File: src/rtl/core/openpgp_pkesk_extractor_assert.svh
// Assertion macros for the PKESK extractor. Clock aclk, reset aresetn in scope.
`ifndef OPENPGP_PKESK_EXTRACTOR_ASSERT_SVH
`define OPENPGP_PKESK_EXTRACTOR_ASSERT_SVH
`ifndef SYNTHESIS
`define PKESK_ASSERT(lbl, prop) \
    lbl: assert property (@(posedge aclk) disable iff (!aresetn) prop) \
        else $error("pkesk assertion failed");
`define PKESK_ASSERT_IMP(lbl, pre, post) \
    `PKESK_ASSERT(lbl, (pre) |-> (post))
`else
`define PKESK_ASSERT(lbl, prop)
`define PKESK_ASSERT_IMP(lbl, pre, post)
`endif
`endif

File: src/rtl/core/pkesk_pkg.sv
`timescale 1ns / 1ps
package pkesk_pkg;

    localparam int KEY_CAPACITY = 64;
    localparam int NB_W         = 14;
    localparam int END_W        = 15;

    localparam logic [2:0] PH_TAG  = 3'd0;
    localparam logic [2:0] PH_NLEN = 3'd1;
    localparam logic [2:0] PH_N2   = 3'd2;
    localparam logic [2:0] PH_LENB = 3'd3;
    localparam logic [2:0] PH_SKIP = 3'd4;
    localparam logic [2:0] PH_BODY = 3'd5;
    localparam logic [2:0] PH_ERR  = 3'd6;

    localparam logic [3:0] ST_OK        = 4'd0;
    localparam logic [3:0] ST_TAG       = 4'd1;
    localparam logic [3:0] ST_PARTIAL   = 4'd2;
    localparam logic [3:0] ST_OVERRUN   = 4'd3;
    localparam logic [3:0] ST_SHORT     = 4'd4;
    localparam logic [3:0] ST_VERSION   = 4'd5;
    localparam logic [3:0] ST_ALGO      = 4'd6;
    localparam logic [3:0] ST_MPI       = 4'd7;
    localparam logic [3:0] ST_POINT     = 4'd8;
    localparam logic [3:0] ST_SPACE     = 4'd9;
    localparam logic [3:0] ST_KEYBOUNDS = 4'd10;
    localparam logic [3:0] ST_SIZE      = 4'd11;
    localparam logic [3:0] ST_NOTFOUND  = 4'd12;
    localparam logic [3:0] ST_TRUNC     = 4'd13;

    localparam logic [1:0] KIND_KEYID  = 2'd0;
    localparam logic [1:0] KIND_POINT  = 2'd1;
    localparam logic [1:0] KIND_WRAP   = 2'd2;
    localparam logic [1:0] KIND_STATUS = 2'd3;

    localparam logic [5:0] TAG_PKESK   = 6'd1;
    localparam logic [7:0] PKESK_VER   = 8'd3;
    localparam logic [7:0] ALGO_ECDH   = 8'd18;
    localparam logic [7:0] POINT_UNCMP = 8'h04;
    localparam logic [NB_W-1:0] POINT_BYTES = NB_W'(65);

    typedef struct packed {
        logic       valid;
        logic [1:0] kind;
        logic [7:0] position;
        logic [7:0] value;
        logic       final_res;
        logic [3:0] status;
    } pkesk_res_t;

endpackage

File: src/rtl/core/openpgp_pkesk_extractor.sv
`timescale 1ns / 1ps
`include "openpgp_pkesk_extractor_assert.svh"
// OpenPGP PKESK (v3, ECDH) extractor.
// Slave channel: one message byte per word on s_tdata, s_tlast on the final
// byte of a message. Master channel: extracted key ID, point X/Y and wrapped
// key bytes, each tagged by kind on m_tuser with its index in m_tdata. The
// word with m_tlast high closes the message and carries the status; earlier
// words are tentative until that status reads ok.
// Throughput: one byte per clock when not stalled. The parser state updates
// in the cycle a byte is taken and any result lands in the output register,
// so it appears on the master side in the cycle after the byte is accepted.
// Bytes with no result (headers, skipped packets) are consumed without output.
// Stall: while the output register holds an untaken word, s_tready follows
// m_tready, so a byte is still taken in the cycle the pending word leaves.
// Reset (synchronous, aresetn low) empties the output register and returns
// the parser to expecting a packet tag; taking the s_tlast word rearms it too.
module openpgp_pkesk_extractor #(
    parameter int KEY_CAPACITY = pkesk_pkg::KEY_CAPACITY
) (
    input  logic        aclk,
    input  logic        aresetn,
    input  logic        s_tvalid,
    output logic        s_tready,
    input  logic [7:0]  s_tdata,   // data_byte
    input  logic        s_tlast,
    output logic        m_tvalid,
    input  logic        m_tready,
    output logic [23:0] m_tdata,   // position[7:0], value[15:8], status[19:16], zero
    output logic [1:0]  m_tuser,   // kind
    output logic        m_tlast
);
    import pkesk_pkg::*;

    logic       in_en;
    pkesk_res_t res;
    pkesk_res_t out_reg;
    logic       m_valid_reg;

    assign s_tready = !m_valid_reg || m_tready;
    assign in_en    = s_tvalid && s_tready;

    pkesk_parser #(
        .KEY_CAPACITY (KEY_CAPACITY)
    ) u_parser (
        .aclk    (aclk),
        .aresetn (aresetn),
        .in_en   (in_en),
        .in_byte (s_tdata),
        .in_last (s_tlast),
        .res     (res)
    );

    always_ff @(posedge aclk) begin
        if (!aresetn) begin
            m_valid_reg <= 1'b0;
        end else if (in_en && res.valid) begin
            m_valid_reg <= 1'b1;
        end else if (m_tready) begin
            m_valid_reg <= 1'b0;
        end
    end

    always_ff @(posedge aclk) begin
        if (in_en && res.valid) begin
            out_reg <= res;
        end
    end

    assign m_tvalid = m_valid_reg;
    assign m_tdata  = {4'd0, out_reg.status, out_reg.value, out_reg.position};
    assign m_tuser  = out_reg.kind;
    assign m_tlast  = out_reg.final_res;

    `PKESK_ASSERT_IMP(a_status_closes, m_tvalid && m_tdata[19:16] != ST_OK, m_tlast)
    `PKESK_ASSERT_IMP(a_status_only_closes, m_tvalid && m_tuser == KIND_STATUS, m_tlast)
    `PKESK_ASSERT_IMP(a_no_overwrite, m_tvalid && !m_tready, !s_tready)

endmodule

File: src/rtl/core/pkesk_parser.sv
`timescale 1ns / 1ps
`include "openpgp_pkesk_extractor_assert.svh"
module pkesk_parser #(
    parameter int KEY_CAPACITY = pkesk_pkg::KEY_CAPACITY
) (
    input  logic                   aclk,
    input  logic                   aresetn,
    input  logic                   in_en,
    input  logic [7:0]             in_byte,
    input  logic                   in_last,
    output pkesk_pkg::pkesk_res_t  res
);
    import pkesk_pkg::*;

    logic [2:0]       phase_reg,    phase_next;
    logic [2:0]       hdr_cnt_reg,  hdr_cnt_next;
    logic [31:0]      pkt_len_reg,  pkt_len_next;
    logic [31:0]      offset_reg,   offset_next;
    logic [5:0]       tag_reg,      tag_next;
    logic             open_reg,     open_next;
    logic [7:0]       mpi_hi_reg,   mpi_hi_next;
    logic [NB_W-1:0]  nb_reg,       nb_next;
    logic [7:0]       key_len_reg,  key_len_next;
    logic [END_W-1:0] key_end_reg,  key_end_next;
    logic             finished_reg, finished_next;
    logic [3:0]       err_reg,      err_next;
    logic             ver_ok_reg,   ver_ok_next;
    logic             algo_ok_reg,  algo_ok_next;
    logic             prefix_ok_reg, prefix_ok_next;

    logic [31:0]      off_inc;
    logic [END_W-1:0] pt_end;
    logic [END_W-1:0] pt_end_next;
    logic             do_enter;
    logic             emit;
    logic             point_ok;
    logic [1:0]       emit_kind;
    logic [7:0]       emit_pos;
    logic [3:0]       judge_st;
    logic [3:0]       final_st;

    assign off_inc     = (offset_reg == '1) ? offset_reg : offset_reg + 32'd1;
    assign pt_end      = END_W'(nb_reg) + END_W'(12);
    assign point_ok    = (nb_reg == POINT_BYTES) && ver_ok_reg && algo_ok_reg
                         && prefix_ok_reg;

    // header decode and body walk
    always_comb begin
        phase_next     = phase_reg;
        hdr_cnt_next   = hdr_cnt_reg;
        pkt_len_next   = pkt_len_reg;
        offset_next    = offset_reg;
        tag_next       = tag_reg;
        open_next      = open_reg;
        mpi_hi_next    = mpi_hi_reg;
        nb_next        = nb_reg;
        key_len_next   = key_len_reg;
        key_end_next   = key_end_reg;
        finished_next  = finished_reg;
        err_next       = err_reg;
        ver_ok_next    = ver_ok_reg;
        algo_ok_next   = algo_ok_reg;
        prefix_ok_next = prefix_ok_reg;
        do_enter       = 1'b0;
        emit           = 1'b0;
        emit_kind      = KIND_STATUS;
        emit_pos       = 8'd0;

        case (phase_reg)
            PH_TAG: begin
                if (!in_byte[7]) begin
                    err_next   = ST_TAG;
                    phase_next = PH_ERR;
                end else if (in_byte[6]) begin
                    tag_next   = in_byte[5:0];
                    phase_next = PH_NLEN;
                end else begin
                    tag_next     = {2'b00, in_byte[5:2]};
                    pkt_len_next = 32'd0;
                    open_next    = 1'b0;
                    case (in_byte[1:0])
                        2'd0: begin
                            hdr_cnt_next = 3'd1;
                            phase_next   = PH_LENB;
                        end
                        2'd1: begin
                            hdr_cnt_next = 3'd2;
                            phase_next   = PH_LENB;
                        end
                        2'd2: begin
                            hdr_cnt_next = 3'd4;
                            phase_next   = PH_LENB;
                        end
                        default: begin
                            open_next = 1'b1;
                            do_enter  = 1'b1;
                        end
                    endcase
                end
            end
            PH_NLEN: begin
                open_next = 1'b0;
                if (in_byte < 8'd192) begin
                    pkt_len_next = 32'(in_byte);
                    do_enter     = 1'b1;
                end else if (in_byte < 8'd224) begin
                    pkt_len_next = {18'd0, in_byte[5:0] - 6'd0, 8'd0};
                    phase_next   = PH_N2;
                end else if (in_byte == 8'd255) begin
                    pkt_len_next = 32'd0;
                    hdr_cnt_next = 3'd4;
                    phase_next   = PH_LENB;
                end else begin
                    err_next   = ST_PARTIAL;
                    phase_next = PH_ERR;
                end
            end
            PH_N2: begin
                pkt_len_next = pkt_len_reg + 32'(in_byte) + 32'd192;
                do_enter     = 1'b1;
            end
            PH_LENB: begin
                pkt_len_next = {pkt_len_reg[23:0], in_byte};
                hdr_cnt_next = hdr_cnt_reg - 3'd1;
                do_enter     = (hdr_cnt_next == 3'd0);
            end
            PH_SKIP: begin
                offset_next = off_inc;
                if (!open_reg && off_inc == pkt_len_reg)
                    phase_next = PH_TAG;
            end
            PH_BODY: begin
                if (!finished_reg) begin
                    if (offset_reg == 32'd0) begin
                        ver_ok_next = (in_byte == PKESK_VER);
                    end else if (offset_reg <= 32'd8) begin
                        emit      = ver_ok_reg;
                        emit_kind = KIND_KEYID;
                        emit_pos  = offset_reg[7:0] - 8'd1;
                    end else if (offset_reg == 32'd9) begin
                        algo_ok_next = (in_byte == ALGO_ECDH);
                    end else if (offset_reg == 32'd10) begin
                        mpi_hi_next = in_byte;
                    end else if (offset_reg == 32'd11) begin
                        nb_next = NB_W'(({1'b0, mpi_hi_reg, in_byte} + 17'd7) >> 3);
                    end else if (offset_reg < 32'(pt_end)) begin
                        if (offset_reg == 32'd12) begin
                            prefix_ok_next = (in_byte == POINT_UNCMP);
                        end else begin
                            emit      = point_ok;
                            emit_kind = KIND_POINT;
                            emit_pos  = offset_reg[7:0] - 8'd13;
                        end
                    end else if (offset_reg == 32'(pt_end)) begin
                        key_len_next = in_byte;
                        key_end_next = pt_end + END_W'(1) + END_W'(in_byte);
                    end else if (offset_reg < 32'(key_end_reg)) begin
                        emit      = point_ok && (32'(key_len_reg) <= 32'(KEY_CAPACITY));
                        emit_kind = KIND_WRAP;
                        emit_pos  = offset_reg[7:0] - 8'd13 - nb_reg[7:0];
                    end
                    offset_next = off_inc;
                    if (!open_reg && off_inc == pkt_len_reg)
                        finished_next = 1'b1;
                end
            end
            default: begin
            end
        endcase

        if (do_enter) begin
            offset_next = 32'd0;
            if (tag_next == TAG_PKESK) begin
                phase_next = PH_BODY;
                if (!open_next && pkt_len_next == 32'd0)
                    finished_next = 1'b1;
            end else if (!open_next && pkt_len_next == 32'd0) begin
                phase_next = PH_TAG;
            end else begin
                phase_next = PH_SKIP;
            end
        end
    end

    assign pt_end_next = END_W'(nb_next) + END_W'(12);

    always_comb begin
        if (offset_next < 32'd10)
            judge_st = ST_SHORT;
        else if (!ver_ok_next)
            judge_st = ST_VERSION;
        else if (!algo_ok_next)
            judge_st = ST_ALGO;
        else if (offset_next < 32'(pt_end_next))
            judge_st = ST_MPI;
        else if (nb_next != POINT_BYTES || !prefix_ok_next)
            judge_st = ST_POINT;
        else if (offset_next <= 32'(pt_end_next))
            judge_st = ST_SPACE;
        else if (offset_next < 32'(key_end_next))
            judge_st = ST_KEYBOUNDS;
        else if (32'(key_len_next) > 32'(KEY_CAPACITY))
            judge_st = ST_SIZE;
        else
            judge_st = ST_OK;

        case (phase_next)
            PH_ERR:  final_st = err_next;
            PH_TAG:  final_st = ST_NOTFOUND;
            PH_SKIP: final_st = open_next ? ST_NOTFOUND : ST_OVERRUN;
            PH_BODY: final_st = (!finished_next && !open_next) ? ST_OVERRUN : judge_st;
            default: final_st = ST_TRUNC;
        endcase
    end

    always_comb begin
        res = '0;
        if (in_last) begin
            res.valid     = in_en;
            res.final_res = 1'b1;
            res.status    = final_st;
            if (emit && final_st == ST_OK) begin
                res.kind     = emit_kind;
                res.position = emit_pos;
                res.value    = in_byte;
            end else begin
                res.kind = KIND_STATUS;
            end
        end else begin
            res.valid    = in_en && emit;
            res.kind     = emit_kind;
            res.position = emit_pos;
            res.value    = in_byte;
            res.status   = ST_OK;
        end
    end

    // last word rearms the parser as after reset
    always_ff @(posedge aclk) begin
        if (!aresetn || (in_en && in_last)) begin
            phase_reg     <= PH_TAG;
            hdr_cnt_reg   <= '0;
            pkt_len_reg   <= '0;
            offset_reg    <= '0;
            tag_reg       <= '0;
            open_reg      <= 1'b0;
            mpi_hi_reg    <= '0;
            nb_reg        <= '0;
            key_len_reg   <= '0;
            key_end_reg   <= '0;
            finished_reg  <= 1'b0;
            err_reg       <= ST_OK;
            ver_ok_reg    <= 1'b0;
            algo_ok_reg   <= 1'b0;
            prefix_ok_reg <= 1'b0;
        end else if (in_en) begin
            phase_reg     <= phase_next;
            hdr_cnt_reg   <= hdr_cnt_next;
            pkt_len_reg   <= pkt_len_next;
            offset_reg    <= offset_next;
            tag_reg       <= tag_next;
            open_reg      <= open_next;
            mpi_hi_reg    <= mpi_hi_next;
            nb_reg        <= nb_next;
            key_len_reg   <= key_len_next;
            key_end_reg   <= key_end_next;
            finished_reg  <= finished_next;
            err_reg       <= err_next;
            ver_ok_reg    <= ver_ok_next;
            algo_ok_reg   <= algo_ok_next;
            prefix_ok_reg <= prefix_ok_next;
        end
    end

    `PKESK_ASSERT_IMP(a_finished_in_body, finished_reg, phase_reg == PH_BODY)
    `PKESK_ASSERT_IMP(a_lenb_count, phase_reg == PH_LENB, hdr_cnt_reg != 3'd0)
    `PKESK_ASSERT_IMP(a_err_code, phase_reg == PH_ERR, err_reg == ST_TAG || err_reg == ST_PARTIAL)

endmodule
File: config.mk
export PLATFORM = sky130hd
export DESIGN_NAME = openpgp_pkesk_extractor
export DESIGN_NICKNAME = d
export VERILOG_FILES = /design/src/rtl/core/pkesk_pkg.sv /design/src/rtl/core/openpgp_pkesk_extractor.sv /design/src/rtl/core/pkesk_parser.sv
export VERILOG_INCLUDE_DIRS = /design/src /design/src/rtl/core
export SDC_FILE = /design/constraint.sdc
export NUM_CORES = 1
export LEC_CHECK = 0
export CORE_MARGIN = 2
export CORE_UTILIZATION = 55
export CTS_CLUSTER_DIAMETER = 200
export DETAILED_ROUTE_END_ITERATION = 8
export DONT_BUFFER_PORTS = 1
export PLACE_DENSITY = 0.82
export SYNTH_ARGS = -nofsm -noshare
export SYNTH_HDL_FRONTEND = slang
export SYNTH_SLANG_ARGS = --single-unit
File: constraint.sdc
create_clock -name aclk -period 18.9 [get_ports aclk]
set_input_delay 1.89 -clock aclk [delete_from_list [all_inputs] [get_ports aclk]]
set_output_delay 1.89 -clock aclk [all_outputs]
set_load 0.02 [all_outputs]
# ---- Word-level counts from Yosys, hierarchy flattened
# Index checks and enable logic that the tools add are counted.
dict set report totals {
  reg_bits 154
  out_inout_bits 29
  elab_cells 253
}
dict set report classes {
  addsub 12
  magnitude_cmp 11
  n_eq_ne 30
  n_mux 142
  bitwise 4
  n_reduce_logical 33
}
# operator count
set ops {}
lappend ops {{two-way mux 32 bit} 8}
lappend ops {{two-way mux 8 bit} 20}
lappend ops {{two-way mux 15 bit} 9}
lappend ops {{equality test 32 x 4 -> 1 bit, second input constant} 4}
lappend ops {{< comparator 32 x 15 -> 1 bit} 4}
lappend ops {{one-hot mux 32 bit (4 select lines)} 1}
lappend ops {{two-way mux 14 bit} 7}
lappend ops {{zero test 32 bit} 2}
lappend ops {{one-hot mux 32 bit (2 select lines)} 1}
lappend ops {{two-way mux 4 bit} 14}
lappend ops {{two-way mux 3 bit} 15}
lappend ops {{two-way mux 1 bit} 44}
lappend ops {{adder 32 x 1 -> 32 bit, second input constant} 1}
lappend ops {{adder 32 x 8 -> 32 bit} 1}
lappend ops {{adder 32 x 8 -> 32 bit, second input constant} 1}
lappend ops {{equality test 32 x 15 -> 1 bit} 1}
lappend ops {{equality test 32 bit} 1}
lappend ops {{equality test 32 bit, second input constant} 1}
lappend ops {{less-or-equal comparator 32 x 15 -> 1 bit} 1}
lappend ops {{less-or-equal comparator 32 x 4 -> 1 bit, second input constant} 1}
lappend ops {{< comparator 32 x 4 -> 1 bit, second input constant} 1}
lappend ops {{adder 14 x 4 -> 15 bit, second input constant} 2}
lappend ops {{one-hot mux 3 bit (3 select lines)} 3}
lappend ops {{two-way mux 2 bit} 11}
lappend ops {{44 further kinds} 78}

# ---- Depth between registers and ports, before layout
dict set report depth {
  depth_word 28
  depth_mapped 31
  mapped_depth_nobuf 26
}

# ---- By module
# Synthesis repeated with hierarchy kept, for this count alone.
dict set report hier_totals {
  hier_cells 1999
  area_unflattened_um2 14895.5
}
# mod instances cells_each area_per_inst_um2 seq_area_each_um2
set by_module_without_submodules {}
lappend by_module_without_submodules {pkesk_parser 1 1965 14099.8 2602.5}
lappend by_module_without_submodules {openpgp_pkesk_extractor 1 34 795.8 710.7}

# ---- Worst setup path after synthesis
# No wires, ideal clock.
dict set report synth_timing {
  path_type {input port to flip-flop}
  startpoint {input s_tdata[1]}
  endpoint {register out_reg (netlist bit m_tuser[1]), data pin}
  arrival_ns 6.601
  setup_slack_ns 12.027
  cell_stages 23
  path_cell_list {buf_2 > inv_1 > ha_1 > nor2b_1 > nor3_1 > nand3_1 > xor2_1 > nand2_1 > o21ai_0 > or3_1 > nor3b_1 > nand2b_1 > or4_1 > ha_1 > nand4_1 > nor2_1 > a221oi_1 > a21o_1 > and2_1 > o311a_1 > o311a_1 > buf_6 > or4_1}
}
# element line
set synth_rtl {}
lappend synth_rtl {{start: declaration} openpgp_pkesk_extractor.sv:24} ;# input logic [7:0] s_tdata,
lappend synth_rtl {{end signal: assignment} openpgp_pkesk_extractor.sv:65} ;# out_reg <= res;
lappend synth_rtl {{end: declaration} openpgp_pkesk_extractor.sv:36} ;# pkesk_res_t out_reg;

==> impl_metrics.py <==
metrics = {
    "hold_path": {
        "hp-class": "flop to flop",
        "holdPathStages": 2,
        "hold_end": "u_parser.err_reg[1]$_SDFFE_PP0P_",
        "worstHoldStart": "u_parser.err_reg[1]$_SDFFE_PP0P_",
    },
    "synth": {
        "synthCells": 2113,
        "synth_top_cell_by_area": "dfxtp_1",
        "ys.flop_type": "dfxtp_1",
        "synth_edf_count": 23,
        "synth_top_area_share_pct": 16.85,
        "yosysSeqAreaShare_pct": 21.29,
        "synth_cell_types": 98,
        "synth-seq-cells": 154,
        "async_flop_share_pct": 0,
        "yosys_warnings": 0,
        "synth_common_cells": "nor2_1, nand2_1, a21oi_1",
        "synthesis.area_sq_um": 15560,
        "syn_area_per_cell_sq_um": 7.366,
        "synth.most_common_cell": "nor2_1",
        "ys_top_cells_by_area": "dfxtp_1, ha_1, nor2_1",
    },
    "global_routing": {
        "grt_max_degree": 62,
        "antenna_found_initial": 0,
        "grt_pass1_wl_um": 88020,
        "grt_pass1_vias": 15070,
        "track_usage_pct": 38.50,
        "grt_overflow_total": 0,
    },
    "setup_path": {
        "regToRegSetupSlack_ps": 11110,
        "worstPathMaxFanout": 32,
        "timing.critical_path.arrival_ps": 7980,
        "startpoint_type": "flop",
        "crit_path_end_kind": "flop",
        "rr_worst_depth": 26,
        "reg2reg_from": "u_parser.nb_reg[2]$_SDFFE_PP0P_",
        "crit_type": "flop to flop",
        "r2r-end": "m_tuser[1]$_DFFE_PP_",
        "critPathRequiredTime_ps": 19090,
    },
    "clocking": {
        "cts_htree_levels": 4,
        "cts.clk_slew.worst_paths_ps": 80,
        "clkLatencyLatePin_ps": 450,
        "cts-resized-gates": 0,
        "cts_tree": "done",
        "cts_buffers": 17,
        "clock-sinks": 154,
        "clockBufferDepth": 2,
        "cts_setup_buffers": 0,
        "ctsHoldBuffers": 0,
        "root_buffer": "clkbuf_16",
    },
    "sta": {
        "fmax_ghz": 0.1283,
        "tightest_slew_ps": 1225,
        "slew_headroom_pct": 18.03,
        "period_needed_ps": 7792,
        "final_max_slew_viol_count": 0,
        "finalCritPeriodShare_pct": 41.23,
        "hold_viol": 0,
        "setup_viol": 0,
        "clock_skew_ps": 17.54,
        "tns_ps": 0,
        "rsz0062_at_grt": "no",
    },
    "job": {
        "cap_violations": 0,
    },
    "drt": {
        "first_pass_iters": 9,
        "viasPerCell": 7.089,
        "drt_iter0_markers": 2800,
        "wl_per_cell_um": 24.64,
        "wl_um": 58350,
        "drcViolationCount": 17,
        "antenna_left": 0,
        "via_count": 16790,
    },
    "placed_design": {
        "port_buffers": 0,
        "routabilityCongestion": 1.047,
        "hpwlAfterDp_um": 41520,
    },
    "finish": {
        "final_nets": 2095,
        "drive_above_1_share_pct": 6.030,
        "fin_util_pct": 57.88,
        "antenna_cells": 0,
        "syn2layout_area_growth_pct": 3.594,
        "n_fill_cell": 2552,
    },
    "status": {
        "status": "finished with violations",
        "violations": "DRC",
    },
    "power_and_ir_drop": {
        "total_power_uw": 955.0,
        "power_density_nw_per_um2": 59.23,
        "ir_worst_vdd_mv": 0.05261,
        "p_leak_uw": 0.005819,
    },
    "floorplanning": {
        "die_area_sq_um": 29660,
        "initial_core_util_pct": 55.87,
        "die_h_um": 172.2,
        "ios": 42,
        "die_w_um": 172.2,
        "placementRows": 61,
        "core_sq_um": 27860,
    },
}
per-layer routing:
metal  vias to the layer above  part of all wire, %  track usage, %
li1                       7561                    -               -
met1                      7767                   40           53.01
met2                      1252                   42           57.76
met3                       206                   13           8.034
met4                         0                  4.5           17.39
met5                         -                    0               0
cell usage in the layout, fill, tap and decap left out, types with 10 or more instances in the layout:
cell type,instances
and2_1,16
nor4_1,52
nor2_1,226
nor3_1,84
clkbuf_16,17
mux2i_1,39
buf_4,24
or4_1,14
xnor2_1,55
a31oi_1,30
nand4_1,61
and3_1,19
a21o_1,25
a21oi_1,152
o22ai_1,10
edfxtp_1,23
dfxtp_1,131
nand2_1,183
a211oi_1,38
o31ai_1,20
nor3b_1,18
nor2b_1,18
ha_1,102
o21a_1,17
o21ai_0,93
inv_1,78
a22oi_1,17
xor2_1,57
a2111oi_0,11
nand2b_1,23
and4_1,13
or3_1,23
a311oi_1,11
nand3_1,60
o211ai_1,15
worst max path at each step:
stage                                          startpoint              endpoint  slack [ps]  cells past startpoint
after global placement    u_parser.nb_reg[2]$_SDFFE_PP0P_  m_tuser[1]$_DFFE_PP_       11510                     25
after CTS                 u_parser.nb_reg[2]$_SDFFE_PP0P_  m_tuser[1]$_DFFE_PP_       11260                     26
after global routing      u_parser.nb_reg[2]$_SDFFE_PP0P_  m_tuser[1]$_DFFE_PP_       10650                     26
final                     u_parser.nb_reg[2]$_SDFFE_PP0P_  m_tuser[1]$_DFFE_PP_       11110                     26
after floorplan                                s_tdata[1]  m_tuser[1]$_DFFE_PP_       12030                     23
after detailed placement                       s_tdata[1]  m_tdata[0]$_DFFE_PP_       11260                     21
power by group:
group / switching (uW) / internal [uW]
Clock: 190 / 184
Combinational: 151 / 68.6
Sequential: 19.2 / 343
logic make-up (layout without fill, tap and decap cells):
| logic type | Yosys count | count (layout) | share of synthesized area [%] |
|---|---|---|---|
| AOI/OAI and AO/OA | 566 | 566 | 25.19 |
| xor gates and xnor gates | 112 | 112 | 6.303 |
| adders and majority gates | 105 | 105 | 8.586 |
| buffers and inverters | 260 | 134 | 6.898 |
| DFF | 154 | 154 | 21.29 |
| muxes | 46 | 46 | 3.015 |
| other | 1 | 4 | 0.02409 |
| and+or+nand+nor | 869 | 869 | 28.70 |
cell type report:
type / instances / area [sq um] / area share [%]
multi-input combinational: 1702 / 11240 / 69.70
sequential: 154 / 3313 / 20.55
tap: 378 / 473.0 / 2.933
clock buffer: 17 / 425.4 / 2.639
inverter: 78 / 292.8 / 1.816
clock inverter: 15 / 201.4 / 1.249
timing repair buffer: 24 / 180.2 / 1.117
metrics by stage:
stage | cells | setup WS (ps) | hold WS, ps | area, sq um
floorplan | 2116 | 12030 | 430.1 | 15570
global placement | 2336 | 11510 | 448.7 | 15500
detailed placement | 2336 | 11260 | 452.8 | 15500
CTS | 2368 | 11260 | 467.1 | 16120
global route | 2368 | 10650 | 491.5 | 16120
finish | 2368 | 11110 | 470.2 | 16120
critical path, cell delays in order (launching register included):
cell and delay (ps):
dfxtp_1 440, inv_1 190, ha_1 290, nor4_1 570, nand3_1 170, xor2_1 200, ha_1 310, and4b_1 290
o221a_2 210, nor2_1 60, a211oi_1 430, a211oi_2 210, or4_1 520, buf_4 290, mux2i_1 250, ha_1 280
a21o_1 160, a211oi_1 210, o21ai_0 120, o211ai_1 160, and3_1 200, o211a_1 150, a31o_2 200, a21oi_1 80
o311a_1 350, o311a_1 590, or4_1 550
Power figures use the tool's default switching activity.
